[src/rtl/core/mstk_pkg.sv]
// Package: shared types, constants and controller states for the Kruskal MST unit.
`timescale 1ns / 1ps
package mstk_pkg;

   localparam int MaxVerticesDefault = 64;
   localparam int MaxEdgesDefault    = 256;
   localparam int WeightBitsDefault  = 16;
   localparam int VertexBits         = 6;
   localparam int CountBits          = 7;

   typedef struct packed {
      logic [VertexBits-1:0]        src_vertex;
      logic [VertexBits-1:0]        dst_vertex;
      logic signed [WeightBitsDefault-1:0] edge_weight;
      logic                         last_edge;
   } req_payload_type;

   typedef struct packed {
      logic [VertexBits-1:0]        tree_low_vertex;
      logic [VertexBits-1:0]        tree_high_vertex;
      logic signed [WeightBitsDefault-1:0] tree_weight;
      logic                         edge_valid;
      logic                         last_result;
      logic                         run_status;
   } rsp_payload_type;

   typedef enum logic [3:0] {
      ST_LOAD,
      ST_SORT_RD,
      ST_SORT_WAIT,
      ST_SORT_CMP,
      ST_PAR_INIT,
      ST_SCAN_RD,
      ST_SCAN_WAIT,
      ST_SCAN_LOAD,
      ST_FIND,
      ST_EMIT,
      ST_STATUS,
      ST_DONE
   } state_type;

   // Controller to datapath commands.
   typedef struct packed {
      logic load;        // store incoming edge
      logic sort_init;   // i=1, j=i
      logic sort_rd;     // read order[j-1], order[j]
      logic sort_swap;   // swap order[j-1], order[j], j--
      logic sort_next;   // i++, j=i
      logic par_init;    // parent[k]=k, k++
      logic scan_init;   // i=0, accepted=0
      logic scan_rd;     // read order[i] and edge
      logic scan_skip;   // i++
      logic find_start;  // load root walkers
      logic find_step;   // one parent step each
      logic link;        // parent[rs]=rd, accepted++, i++
      logic clear;       // end of run
   } cmd_type;

   // Datapath to controller status.
   typedef struct packed {
      logic store_full;
      logic sort_more;   // i < n
      logic sort_j_pos;  // j > 0
      logic sort_gt;     // w[order[j-1]] > w[order[j]]
      logic par_last;
      logic scan_more;   // i < n
      logic need_more;   // accepted < need
      logic need_zero;
      logic out_range;
      logic roots_done;
      logic roots_differ;
      logic last_accept; // accepted+1 == need
   } status_type;

endpackage

[src/rtl/core/mstk_controller.sv]
// Controller: sequences load, insertion sort, parent reset, scan and result output.
`timescale 1ns / 1ps
module mstk_controller
   import mstk_pkg::*;
(
   input  logic       clock,
   input  logic       reset,
   input  logic       req_valid,
   input  logic       req_last,
   output logic       req_ready,
   output logic       rsp_valid,
   input  logic       rsp_ready,
   output logic       rsp_edge,
   output logic       rsp_last,
   output logic       rsp_status,
   output cmd_type    cmd,
   input  status_type status
);

   state_type state_ff, state_in;

   always_ff @(posedge clock) begin
      if (reset) state_ff <= ST_LOAD;
      else       state_ff <= state_in;
   end

   // Next state and commands.
   always_comb begin
      state_in = state_ff;
      cmd = '0;
      req_ready = 1'b0;
      rsp_valid = 1'b0;
      rsp_edge = 1'b0;
      rsp_last = 1'b0;
      rsp_status = 1'b0;
      unique case (state_ff)
         ST_LOAD: begin
            req_ready = 1'b1;
            if (req_valid) begin
               cmd.load = 1'b1;
               if (req_last) begin
                  cmd.sort_init = 1'b1;
                  state_in = ST_SORT_RD;
               end
            end
         end
         ST_SORT_RD: begin
            if (!status.sort_more) state_in = ST_PAR_INIT;
            else if (!status.sort_j_pos) cmd.sort_next = 1'b1;
            else begin
               cmd.sort_rd = 1'b1;
               state_in = ST_SORT_WAIT;
            end
         end
         ST_SORT_WAIT: begin
            // order entries are in, weights are being read
            state_in = ST_SORT_CMP;
         end
         ST_SORT_CMP: begin
            // weights of the two order entries are ready here
            if (status.sort_gt) cmd.sort_swap = 1'b1;
            else cmd.sort_next = 1'b1;
            state_in = ST_SORT_RD;
         end
         ST_PAR_INIT: begin
            cmd.par_init = 1'b1;
            if (status.par_last) begin
               cmd.scan_init = 1'b1;
               state_in = ST_SCAN_RD;
            end
         end
         ST_SCAN_RD: begin
            if (!status.scan_more || !status.need_more) state_in = ST_STATUS;
            else begin
               cmd.scan_rd = 1'b1;
               state_in = ST_SCAN_WAIT;
            end
         end
         ST_SCAN_WAIT: begin
            // edge fields are being read from the store
            state_in = ST_SCAN_LOAD;
         end
         ST_SCAN_LOAD: begin
            state_in = ST_FIND;
            cmd.find_start = 1'b1;
         end
         ST_FIND: begin
            if (status.out_range) begin
               cmd.scan_skip = 1'b1;
               state_in = ST_SCAN_RD;
            end else if (!status.roots_done) cmd.find_step = 1'b1;
            else if (status.roots_differ) state_in = ST_EMIT;
            else begin
               cmd.scan_skip = 1'b1;
               state_in = ST_SCAN_RD;
            end
         end
         ST_EMIT: begin
            rsp_valid = 1'b1;
            rsp_edge = 1'b1;
            rsp_last = status.last_accept;
            if (rsp_ready) begin
               cmd.link = 1'b1;
               state_in = ST_SCAN_RD;
            end
         end
         ST_STATUS: begin
            if (!status.need_zero && !status.need_more) begin
               cmd.clear = 1'b1;
               state_in = ST_LOAD;
            end else begin
               rsp_valid = 1'b1;
               rsp_last = 1'b1;
               rsp_status = !status.need_zero;
               if (rsp_ready) begin
                  cmd.clear = 1'b1;
                  state_in = ST_LOAD;
               end
            end
         end
         default: state_in = ST_LOAD;
      endcase
   end

endmodule

[config.mk]
export PLATFORM = sky130hd
export DESIGN_NAME = mstk_controller
export DESIGN_NICKNAME = d
export VERILOG_FILES = /design/src/rtl/core/mstk_pkg.sv /design/src/rtl/core/mstk_controller.sv
export SDC_FILE = /design/constraint.sdc
export NUM_CORES = 1
export LEC_CHECK = 0
export BUFFER_PORTS_ARGS = -buffer_cell sky130_fd_sc_hd__buf_2
export CELL_PAD_IN_SITES_DETAIL_PLACEMENT = 1
export CELL_PAD_IN_SITES_GLOBAL_PLACEMENT = 2
export CORE_MARGIN = 2
export CORE_UTILIZATION = 20
export DETAILED_ROUTE_END_ITERATION = 6
export GPL_TIMING_DRIVEN = 0
export PLACE_DENSITY = 0.88
export SYNTH_ARGS = -nofsm -noshare
export SYNTH_HDL_FRONTEND = slang
export SYNTH_SLANG_ARGS = --single-unit
export TNS_END_PERCENT = 5
[constraint.sdc]
create_clock -name clock -period 1.9 [get_ports clock]
set_input_delay 0.38 -clock clock [delete_from_list [all_inputs] [get_ports clock]]
set_output_delay 0.38 -clock clock [all_outputs]
set_load 0.05 [all_outputs]
==> flow_summary.toml, run 1 <==
[global_routing]
overflow = 0
grt_pass1_vias = 771
grt_use_total_pct = 14.0
grt_start_max_net_pins = 11
antenna_found_initial = 0
grt_pass1_wl_um = 3460

[sta]
max_freq_mhz = 513
post-route-period-util_pct = 103
worst_pin_slew_ns = 0.496
setup_slack_ns = -0.0496
rsz0062_at_grt = "yes"
worst_clock_skew_ns = 0.00571
setup_viol = 4
min_period_ns = 1.95
drv_slew = 0
finalHoldViolCount = 0
fin_hold_ws_ns = 0.380
relSlewSlack_pct = 66.6

[clock_tree]
numCtsBuffers = 3
clockRootBuffer = "clkbuf_4"
cts_tree = "yes"
clkTransAtPathRegs_ns = 0.04
clock_latency_ns = 0.24
hold_buffers = 0
cts.htree.levels = 1
clk_path_buf_depth = 2
cts_sinks = 4

[final_layout]
finalNetCount = 139
nFillCells = 360
top_register = "state_ff"
top_regs = "state_ff x4"
diodes = 0
regArea_um2 = 80.1
largest_register_ffs = 4
multi_input_comb_area_um2 = 465
area_growth_syn_to_layout_pct = 67.2
drive_gt1_share_pct = 51.7

[floorplanning]
dieWidth_um = 56.6
pin_count = 35
start_util_pct = 20.6
die_area_um2 = 3200
fp-row-count = 19
core_um2 = 2690
die_y_um = 56.6

[yosys]
synth.net_count = 97
syn_area_per_cell_um2 = 6.91
synthFlopType = "dfxtp_1"
yosysSeqAreaShare_pct = 14.5
netlist_instances = 80
synthArstFlopShare_pct = 0
synth-edff-count = 0
netlist_area_um2 = 553
ys_types = 32
ys.warnings.count = 0
ys_ff_latch = 4

[setup_path]
crit_type = "register to output port"
critical-path-max-stage-delay_ns = 0.55
crit_chain = "buf_6 -> or4b_4 -> nor3_4 -> buf_6"
cp.required_ns = 1.52
cp_common_cell = "buf_6"
path_max_fanout = 5
start_kind = "register"
arrival_ns = 1.57
crit_slowest_cell = "or4b_4"
end_kind = "output port"

[placement]
io_buffers = 33
place.gp.congestion = 0.759
place_ws_ns = -0.00278
dp_hpwl_um = 1660

[power_and_ir_drop]
peakVddDrop_mv = 0.410
leakage_nw = 0.411
power.density_nw_per_um2 = 760

[flow_run]
drv_cap = 0

[detailed_routing]
drc = 0
wl_per_cell_um = 13.6
drt_wl_total_um = 2050
postRouteAntennaNets = 0
via_count = 739
firstDrtPassIters = 3
vias_per_cell = 4.89
drt_first_iter_violations = 5

[hold_path]
min_path_type = "input pin to register"

[run_status]
violations = "negative setup slack"
status = "finished, violations left"
[logic make-up (layout without fill, tap and decap cells)]
family	after synthesis	in the layout	share of synthesized area, %
DFF	4	4	14.5
muxes	1	1	1.81
AOI/OAI and AO/OA	17	17	20.6
buffers and inverters	11	51	11.1
and+or+nand+nor	46	46	50.5
xor gates and xnor gates	1	1	1.58
[power by group]
group          internal [mW]  total (mW)  switching (mW)
clock network         0.0708       0.108          0.0374
registers             0.0980       0.106         0.00766
logic                  0.186       0.489           0.303
total                  0.355       0.703           0.348
[worst max-delay path: cells and delay by family, from the launching register on]
kind | cells | cell delay, ns
AND/OR/NAND/NOR | 2 | 0.73
buffers and inverters | 2 | 0.31
flip-flops | 1 | 0.30
[cells in the mapped netlist (2+ instances only)]
cell	number	share of area [%]
and2_1	2	2.3
dfxtp_1	4	14
nor3_1	3	2.7
nor4_1	3	3.4
o21ai_0	5	4.5
inv_1	6	4.1
a21oi_1	5	4.5
buf_4	3	4.1
nor2_1	14	9.5
nand2_1	8	5.4
nand2b_1	5	5.7
nand3_1	2	1.8
[path summary, 6_finish.rpt]
check,from,end,slack (ns),cells after the start
setup reg to reg,state_ff[3],state_ff[0],0.11,6
setup / recovery,state_ff[0],cmd[2],-0.05,4
hold reg to reg,state_ff[3],state_ff[3],0.77,4
hold / removal,reset,state_ff[0],0.38,2
[layer usage]
metal	up-vias	track usage [%]	part of all wire (%)
met4	0	7.14	0
met5	-	0	0
met3	0	1.61	3.4
met1	354	16.8	42
li1	368	-	-
met2	17	24.4	54
[what timing repair did]
item / in CTS / in global routing
pin swaps: 3 / 1
endpoints found under the hold margin: 0 / 0
resized for setup: 18 / 9
buffers inserted: 4 / 0
endpoints found under the setup margin: 11 / 13
[final cells by class]
type                    instances  share of cell area [%]
multi-input cells              65                    50.3
repair buffers                 37                    25.8
flip-flops and latches          4                    8.66
plain buffers                   5                    6.09
well taps                      31                    4.19
clock buffers                   3                    2.44
inverters                       6                    2.44
[stage by stage]
stage / power (mW) / instances / TNS (ns) / util, % / instance area (µm²)
floorplan: 0.449 / 80 / -1.41 / - / 599
global placement: 0.538 / 144 / 0 / 29.9 / 803
detailed placement: 0.551 / 144 / -0.00344 / 29.9 / 803
CTS: 0.710 / 151 / -0.210 / 33.8 / 908
global route: 0.752 / 151 / -0.489 / 34.4 / 925
finish: 0.703 / 151 / -0.0906 / 34.4 / 925
[placed cells by master (no fill, tap or decap), types with 2 or more instances in the layout]
cell,netlist,layout
nor4_4,1,2
nand3_1,2,2
clkbuf_4,0,6
buf_6,1,10
nor3_2,1,2
nor2_1,14,11
buf_2,1,23
nand2_1,8,8
nand2b_1,5,4
nor3_4,1,2
nor2_2,0,3
dfxtp_1,4,4
o21ai_1,0,2
and2_1,2,2
inv_1,6,6
a21oi_1,5,5
buf_4,3,6
o21ai_0,5,3
Power figures use the tool's default switching activity.
==> run 2, diff against run 1 <==
==> constraint.sdc (replaced) <==
create_clock -name clock -period 1.9 [get_ports clock]
set_input_delay 0.095 -clock clock [delete_from_list [all_inputs] [get_ports clock]]
set_output_delay 0.095 -clock clock [all_outputs]
set_load 0.05 [all_outputs]
==> run 2 against run 1 <==
  * The flow now finishes without violations
  * Clock power fell by 5%
  * Count of clock-buffer cells in the layout did not move
  * Sequential share of layout area rose by 1.3 points
  * Sequential power barely moved
  * Via count fell by 6.6%
  * Non-clock buffer count fell by 4
  * First-iteration DRC count rose by 80%
  * Cell area fell by 13%
  * Largest cell class unchanged
==> flow_summary.toml, run 2 (same netlist as run 1, synthesis figures left out) <==
[sta]
max_freq_mhz = 560
drv_slew = 0
fin_hold_ws_ns = 0.0979
finalHoldViolCount = 0
min_period_ns = 1.79
tns_ns = 0
rsz0062_at_grt = "no"
worst_pin_slew_ns = 0.658
post-route-period-util_pct = 94.1
setup_viol = 0
relSlewSlack_pct = 55.7
worst_clock_skew_ns = 0.000155

[floorplanning]
dieWidth_um = 56.6
die_y_um = 56.6
fp-row-count = 19
pin_count = 35
start_util_pct = 20.6
core_um2 = 2690
die_area_um2 = 3200

[setup_path]
end_kind = "output port"
regToRegEndpoint = "state_ff[3]"
r2r_cells = 6
crit_type = "register to output port"
start_kind = "register"
arrival_ns = 1.69
r2r_start = "state_ff[3]"
cp.required_ns = 1.80
path_max_fanout = 10
rrSetupSlack_ns = 0.14

[flow_run]
drv_cap = 0

[detailed_routing]
drc = 0
via_count = 690
vias_per_cell = 4.69
drt_wl_total_um = 1880
drt_first_iter_violations = 9
wl_per_cell_um = 12.8
firstDrtPassIters = 4
postRouteAntennaNets = 0

[final_layout]
top_regs = "state_ff x4"
final_area_um2 = 806
top_register = "state_ff"
layout_commonest_cell = "buf_2"
diodes = 0
fin_util_pct = 30.0
nFillCells = 356
drive_gt1_share_pct = 44.8
finalNetCount = 135
area_growth_syn_to_layout_pct = 45.7
largest_register_ffs = 4
mostFrequentLayoutCells = "buf_2 (33), nor2_1 (14), nand2_1 (8)"

[hold_path]
hold_end = "state_ff[0]"
hp-start = "reset"
min_path_type = "input pin to register"
hold_depth = 2

[clock_tree]
cts.htree.levels = 1
clkTransAtPathRegs_ns = 0.04
cts_tree = "yes"
clock_latency_ns = 0.23
clk_path_buf_depth = 2
numCtsBuffers = 3
cts_sinks = 4
clockRootBuffer = "clkbuf_4"

[placement]
dpl_cell_area_um2 = 774
io_buffers = 33
dp_hpwl_um = 1590
place.gp.congestion = 0.735

[global_routing]
antenna_found_initial = 0
grt_pass1_vias = 696
grt_start_max_net_pins = 11
grt_pass1_wl_um = 3130
grt_use_total_pct = 12.1
overflow = 0

[power_and_ir_drop]
peakVddDrop_mv = 0.311
leakage_nw = 0.385
power.density_nw_per_um2 = 779

[run_status]
status = "complete, no violations"
==> run 2: cell count changes in the layout (fill, tap and decap cells not counted), sizes merged <==
cell | before | now
buf | 39 | 37
clkbuf | 6 | 4
==> run 2: per-layer routing <==
| metal | track usage [%] | part of all wire (%) |
|---|---|---|
| met4 | 4.08 | 0 |
| met5 | 0 | 0 |
| met1 | 15.1 | 45 |
| met3 | 1.38 | 3.6 |
| met2 | 21.3 | 51 |
==> run 2: repair_timing <==
action | CTS | global route
resized for setup | 0 | 2
hold buffers | 0 | 0
endpoints found under the setup margin | 0 | 2
buffers inserted | 0 | 0
==> run 2: worst max-delay path by stage <==
stage                 from          end  slack (ns)  cells past startpoint
2_1_floorplan  state_ff[0]      cmd[10]       -0.32                      4
5_1_grt        state_ff[1]    rsp_valid       0.004                      6
3_3_place_gp   state_ff[3]  state_ff[0]        0.13                      6
3_5_place_dp   state_ff[3]  state_ff[0]         0.1                      6
6_report       state_ff[3]       cmd[2]        0.11                      4
4_1_cts        state_ff[0]       cmd[2]        0.06                      4
==> run 2: worst max-delay path, stage by stage (launching register included) <==
cell and delay (ns):
dfxtp_1 0.30, buf_4 0.18, or4b_4 0.52, nor3_4 0.19
clkbuf_4 0.27
==> run 2: power by group <==
group	switching, mW	internal (mW)
clock network	0.0327	0.0705
logic	0.281	0.141
registers	0.00536	0.0980
==> run 2: layout make-up <==
type / instances / area [µm²] / share of cell area (%)
multi-input cells: 65 / 435 / 54.0
repair buffers: 33 / 168 / 20.8
flip-flops and latches: 4 / 80.1 / 9.94
plain buffers: 5 / 38.8 / 4.81
well taps: 31 / 38.8 / 4.81
clock buffers: 3 / 22.5 / 2.80
inverters: 6 / 22.5 / 2.80
==> run 2: per-stage QoR <==
stage / std cells / total power, mW / setup WS (ns)
2_1_floorplan: 80 / 0.424 / -0.316
5_1_grt: 147 / 0.668 / 0.00428
3_5_place_dp: 144 / 0.522 / 0.0972
6_report: 147 / 0.628 / 0.113
4_1_cts: 147 / 0.633 / 0.0598
3_3_place_gp: 144 / 0.511 / 0.131
